**src/rtl/core/lsdt_pkg.sv**
```systemverilog
// lsdt_pkg: shared constants and types for the lru stack-distance tracker
// used by lsdt_cell, lsdt_checker and lru_stack_distance_tracker_core; depends on nothing
package lsdt_pkg;

    // default geometry of the stack
    localparam int DEPTH_DEF    = 64;
    localparam int KEY_BITS_DEF = 64;

    // fixed widths of the item fields
    localparam int REQ_W = 64;
    localparam int OUT_W = 7;

    // per-cycle control broadcast to every cell of the chain
    typedef struct packed {
        logic capture;   // an item is accepted: compare the request against the held key
        logic update;    // shift phase: take the neighbour's entry unless a hit lies in front
    } t_cell_ctl;

endpackage

```
**src/rtl/core/lsdt_cell.sv**
```systemverilog
// lsdt_cell: one stack position holding a key, its valid bit and its match flag
// depends on lsdt_pkg (t_cell_ctl)
module lsdt_cell #(
    parameter int KEY_BITS = lsdt_pkg::KEY_BITS_DEF
) (
    input  logic                 i_clk,
    input  logic                 i_rst_n,
    input  lsdt_pkg::t_cell_ctl  i_ctl,
    input  logic [KEY_BITS-1:0]  i_req_key,
    input  logic [KEY_BITS-1:0]  i_prev_key,
    input  logic                 i_prev_valid,
    input  logic                 i_seen,
    output logic [KEY_BITS-1:0]  o_key,
    output logic                 o_valid,
    output logic                 o_match,
    output logic                 o_seen
);

    logic [KEY_BITS-1:0] r_key;
    logic                r_valid;
    logic                r_match;

    // stored key, no reset needed
    always_ff @(posedge i_clk) begin
        if (i_ctl.update && !i_seen) begin
            r_key <= i_prev_key;
        end
    end

    // valid bit and match flag
    always_ff @(posedge i_clk) begin
        if (!i_rst_n) begin
            r_valid <= 1'b0;
            r_match <= 1'b0;
        end else begin
            if (i_ctl.capture) begin
                r_match <= r_valid && (r_key == i_req_key);
            end
            if (i_ctl.update && !i_seen) begin
                r_valid <= i_prev_valid;
            end
        end
    end

    // a hit at or in front of this cell stops the shift behind it
    assign o_seen  = i_seen | r_match;
    assign o_key   = r_key;
    assign o_valid = r_valid;
    assign o_match = r_match;

endmodule

```
**config.mk**
```make
export PLATFORM = sky130hd
export DESIGN_NAME = lsdt_cell
export DESIGN_NICKNAME = d
export VERILOG_FILES = /design/src/rtl/core/lsdt_pkg.sv /design/src/rtl/core/lsdt_cell.sv
export SDC_FILE = /design/constraint.sdc
export NUM_CORES = 1
export LEC_CHECK = 0
export BUFFER_PORTS_ARGS = -buffer_cell sky130_fd_sc_hd__buf_2
export CAP_MARGIN = 0
export CORE_MARGIN = 4
export CORE_UTILIZATION = 37
export DETAILED_ROUTE_END_ITERATION = 8
export GPL_ROUTABILITY_DRIVEN = 0
export GPL_TIMING_DRIVEN = 0
export HOLD_SLACK_MARGIN = 0.02
export PLACE_DENSITY = 0.77
export SLEW_MARGIN = 20
export SYNTH_ARGS = -nofsm -noshare
export SYNTH_HDL_FRONTEND = slang
export SYNTH_SLANG_ARGS = --single-unit
```
**constraint.sdc**
```tcl
create_clock -name i_clk -period 3.7 [get_ports i_clk]
set_input_delay 0.185 -clock i_clk [delete_from_list [all_inputs] [get_ports i_clk]]
set_output_delay 0.185 -clock i_clk [all_outputs]
set_load 0.1 [all_outputs]
```
[After elaboration in Yosys (flattened, before gate mapping)]
Index checks and enable logic that the tools add are counted.
Cells by class
  reductions and logical operators: 3
  bitwise gates (word level): 1
  multipliers: 0
  muxes and demuxes: 0
  add/sub/neg operators: 0
  order comparisons: 0
  divide/modulo/power cells: 0
  shifts and indexed selects: 0
  eq/ne operators: 1
Operator list (count)
  $eq A64 B64 Y1: 1
  $logic_and A1 B1 Y1: 2
  $logic_not A1 Y1: 1
  $or A1 B1 Y1: 1
Word-level totals
  bits in writable memories: 0
  ROM bits: 0
  register bits: 66
  bits in latches: 0
  memories kept: 0
  input bits: 134
  output and inout port bits: 67

[Depth between registers and ports, before layout]
  depth in word-level cells: 2
  depth in mapped cells: 5
  mapped depth without buffers: 5

[Least setup slack after synthesis]
No wires, ideal clock.
  path kind: in2reg
  start point: in i_seen
  end point: reg r_valid, in the netlist o_valid
  cell stages on the path: 3
  buffers on the path: 0
  required time: 3.578 ns
  path slack: 0.037 ns
  arrival time: 3.542 ns
  setup time: 0.122 ns
  path through: nor2b_1 > mux2i_1 > nor2b_1
On the way
  word-level cells in the longest chain between the ends: 2
RTL lines
  start: declaration: line lsdt_cell.sv:12  | input logic i_seen,
  $logic_not A1 Y1: line lsdt_cell.sv:39  | if (i_ctl.update && !i_seen) begin
  $logic_and A1 B1 Y1: line lsdt_cell.sv:39
  end signal: assignment: line lsdt_cell.sv:40  | r_valid <= i_prev_valid;
  end: declaration: line lsdt_cell.sv:20  | logic r_valid;
Every way passes these cells.
A chain may end at the register's enable or synchronous reset.

[Worst setup path in the final report]
  start point: reg r_key[52], in the netlist o_key[52]
  end point: reg r_match, in the netlist o_match
On the way
  word-level cells in the longest chain between the ends: 2
RTL lines
  start: declaration: line lsdt_cell.sv:19  | logic [KEY_BITS-1:0] r_key;
  start signal: assignment: line lsdt_cell.sv:26  | r_key <= i_prev_key;
  $eq A64 B64 Y1: line lsdt_cell.sv:37  | r_match <= r_valid && (r_key == i_req_key);
  $logic_and A1 B1 Y1: line lsdt_cell.sv:37
  end signal: assignment: line lsdt_cell.sv:37
  end: declaration: line lsdt_cell.sv:21  | logic r_match;
Every way passes these cells.

==> summary.txt <==
Placed design
  – Detailed placement HPWL: 6160 µm
  – Instance count after placement with tap cells included: 476
  – PortBufs: 200

Timing
  – Final period utilization: 43.3%
  – Final Hold Vio Count: 0
  – Peak clock frequency supported by timing: 624 MHz
  – Least-Margin Pin Slew: 0.513 ns
  – Setup repair after global routing missed its margin: false
  – Slew margin rel.: 66.0%
  – Time the worst path needs with I/O delays and setup: 1.60 ns
  – Setup skew after layout: 0.0124 ns
  – Count of pins over their slew limit: 0
  – Count of endpoints failing setup in the final report: 0

Synth
  – Dominant synthesized flop cell: sky130_fd_sc_hd__edfxtp_1
  – Area share of the leading cell type in the synthesized netlist: 68.8%
  – Post-synthesis net count: 309
  – Synth warnings: 0
  – Most area-consuming cells after synthesis: sky130_fd_sc_hd__edfxtp_1, sky130_fd_sc_hd__xnor2_1, sky130_fd_sc_hd__xor2_1, sky130_fd_sc_hd__nand4_1, sky130_fd_sc_hd__nand2b_1
  – Synth Area per Inst: 16.0 µm²
  – Flip-flop and latch count after synthesis: 66
  – Sequential area share after synthesis: 70.2%
  – Synthesized area: 2790 µm²
  – Gate count after technology mapping: 175
  – Post-synth EDFFs: 64
  – Count of different cell masters after synthesis: 22
  – Async set or reset register ratio after synthesis: 0%
  – Top cell type by total area after synthesis: sky130_fd_sc_hd__edfxtp_1

GRT
  – First-pass GRT wire length: 12200 µm
  – Grt total ovfl: 0
  – Antenna violations before repair: 0
  – Via count of the first global-routing pass: 2573
  – Overall Global Routing Usage: 18.1%
  – Largest net degree at the start of global routing: 30

Drt
  – Total via count in the routed design: 2411
  – Per-cell routed wire length: 15.3 µm
  – Via-to-Cell Ratio: 4.46
  – Number of violations reported at the end of detailed-routing iteration 0: 56
  – Number of detailed-route iterations in the first pass: 4
  – Final wirelength: 8290 µm
  – Number of remaining DRC errors: 0
  – Residual antenna-violating net count after detailed routing: 0

Clock network
  – Clock buffer count from CTS: 9
  – CTS tree: yes
  – Clock-pin transition on the worst setup and hold timing paths: 0.08 ns
  – Worst-case clock buffer depth: 2
  – Clock latency on the worst-skew pair: 0.33 ns
  – Root cell of the clock tree: sky130_fd_sc_hd__clkbuf_8
  – CTS H-Tree Depth: 3
  – Num Clock Sinks: 66

Final layout
  – Non-Filler Instances: 541
  – Final Net Count: 571
  – Area of all sequential standard cells: 1960 µm²
  – Most frequent cells in the layout: sky130_fd_sc_hd__buf_2, sky130_fd_sc_hd__edfxtp_1, sky130_fd_sc_hd__dlygate4sd3_1, sky130_fd_sc_hd__xnor2_1, sky130_fd_sc_hd__nand4_1
  – Combined area of the multi-input logic cells: 798 µm²
  – Number of diodes: 0
  – Most frequent standard cell in the layout excluding fill and tap cells: sky130_fd_sc_hd__buf_2
  – Count of filler cells inserted in the layout: 573
  – Area Growth Syn to Fin: 68.2%
  – Share of cells above drive strength 1: 50.5%

Setup path
  – Worst-path maximum fanout: 2
  – Critical Path Sink: o_match
  – Crit path top cell by count: sky130_fd_sc_hd__nand4_1
  – Max incr delay on CP: 0.44 ns
  – Classification of the worst setup path: flop to flop
  – Library cell contributing the largest single delay on the critical path: sky130_fd_sc_hd__nor4_1
  – CP Cell Sequence: xnor2_1 -> nand4_1 -> nor4_1 -> nand4_1 -> o21ai_1
  – Cell class contributing the biggest share of worst-path delay: simple AND/OR/NAND/NOR gates
  – R2r worst-path depth: 5
  – Required time of the critical path: 3.95 ns
  – Crit. End Element: flop
  – Arrival time of the worst setup path: 1.86 ns
  – Sort of element at the start of the critical path: flop
  – Launch point of the worst path: o_key[52]
  – Crit Reg-Reg Startpoint: o_key[52]
  – Destination of the worst register-to-register timing path: o_match
  – Register-to-register setup slack: 2.10 ns
  – Worst path buffer plus inverter count: 0
  – Critical Path Stages: 5

Pwr
  – Power density relative to cell area: 480 nW/µm²
  – Leakage dissipation: 0.00201 µW
  – Final Power: 2250 µW
  – Max VDD drop: 0.241 mV

Floorplan
  – Vertical die dimension: 94.9 µm
  – Total die area: 9010 µm²
  – Std-Cell Core Area: 7290 µm²
  – Horizontal die dimension: 94.9 µm
  – Number of top-level pins: 201
  – Effective utilization at floorplan: 38.3%
  – FP Rows: 31

Worst hold path
  – Worst hold path class: input port to flop
  – Start point of the worst hold path: i_prev_key[12]

Flow run
  – Max cap viols: 0

Run status
  – Status: finished, final reports clean
-- worst reg2reg max path: stages (launching register included) --
cell	delay, ns
sky130_fd_sc_hd__edfxtp_1	0.42
sky130_fd_sc_hd__xnor2_1	0.18
sky130_fd_sc_hd__nand4_1	0.15
sky130_fd_sc_hd__nor4_1	0.44
sky130_fd_sc_hd__nand4_1	0.19
sky130_fd_sc_hd__o21ai_1	0.14
-- power breakdown --
group / switching (µW) / internal, µW / leakage, µW
Sequential: 32.4 / 876 / 0.000617
Clock: 274 / 450 / 0.000117
Combinational: 451 / 170 / 0.00127
-- registers in the layout, indices dropped and copies added, names as in the netlist --
signal   flops
o_valid      1
o_match      1
o_key       64
-- routing by layer --
layer / global-route usage (%) / vias up / part of all wire (%)
li1: - / 1178 / -
met3: 4.94 / 11 / 8.4
met5: 0 / - / 0
met4: 6.85 / 0 / 1.5
met1: 18.6 / 1107 / 35
met2: 34.6 / 115 / 55
-- cell type report --
type / instances / share of cell area, %
clock buffer: 10 / 2.72
clock inverter: 6 / 2.45
inverter: 11 / 0.879
multi-input combinational: 98 / 17.0
sequential: 66 / 41.7
tap: 99 / 2.64
timing repair buffer: 251 / 32.6
-- how the worst min path moves through the flow --
| stage | end | depth (start not counted) | slack, ns |
|---|---|---|---|
| after detailed placement | o_key[61] | 1 | 0.36 |
| after global routing | o_key[12] | 1 | 0.02 |
| after floorplan | o_key[0] | 0 | 0.28 |
| after CTS | o_key[56] | 1 | 0.02 |
| final | o_key[12] | 1 | 0.04 |
| after global placement | o_key[4] | 1 | 0.36 |
-- per-stage QoR --
| stage | setup WS (ns) | TNS (ns) | util, % | hold slack [ns] | instance area, µm² |
|---|---|---|---|---|---|
| CTS | 2.07 | 0 | 63.9 | 0.0205 | 4660 |
| global route | 1.94 | 0 | 64.4 | 0.0210 | 4700 |
| global placement | -1.42 | -70.84 | 53.7 | 0.361 | 3920 |
| finish | 2.10 | 0 | 64.4 | 0.0358 | 4700 |
| detailed placement | 2.11 | 0 | 54.4 | 0.363 | 3970 |
| floorplan | 0.0366 | 0 | - | 0.284 | 2790 |
-- cells by family after synthesis --
logic type,Yosys count,share of synthesized area [%]
muxes,1,0.358
AOI/OAI and AO/OA,11,3.22
xor gates and xnor gates,50,15.7
DFF,66,70.2
and+or+nand+nor,36,9.05
buffers and inverters,11,1.48
-- cells in the mapped netlist (2+ instances only) --
cell type                   instances
sky130_fd_sc_hd__edfxtp_1          64
sky130_fd_sc_hd__xnor2_1           39
sky130_fd_sc_hd__nand4_1           12
sky130_fd_sc_hd__xor2_1            11
sky130_fd_sc_hd__inv_1             10
sky130_fd_sc_hd__nand2b_1           9
sky130_fd_sc_hd__nor2b_1            5
sky130_fd_sc_hd__nor4_1             4
sky130_fd_sc_hd__o2111ai_1          3
sky130_fd_sc_hd__a22o_1             2
sky130_fd_sc_hd__dfxtp_1            2
sky130_fd_sc_hd__nor4_2             2
sky130_fd_sc_hd__o221ai_1           2
sky130_fd_sc_hd__o22ai_1            2
-- repair_timing --
action                                 CTS  global route
hold buffers                            45             4
setup buffers                            0             0
endpoints found under the hold margin   45             4
setup endpoints to repair                0             0
resized for setup                        0             0
No activity file was read; power rests on OpenSTA's default activity.
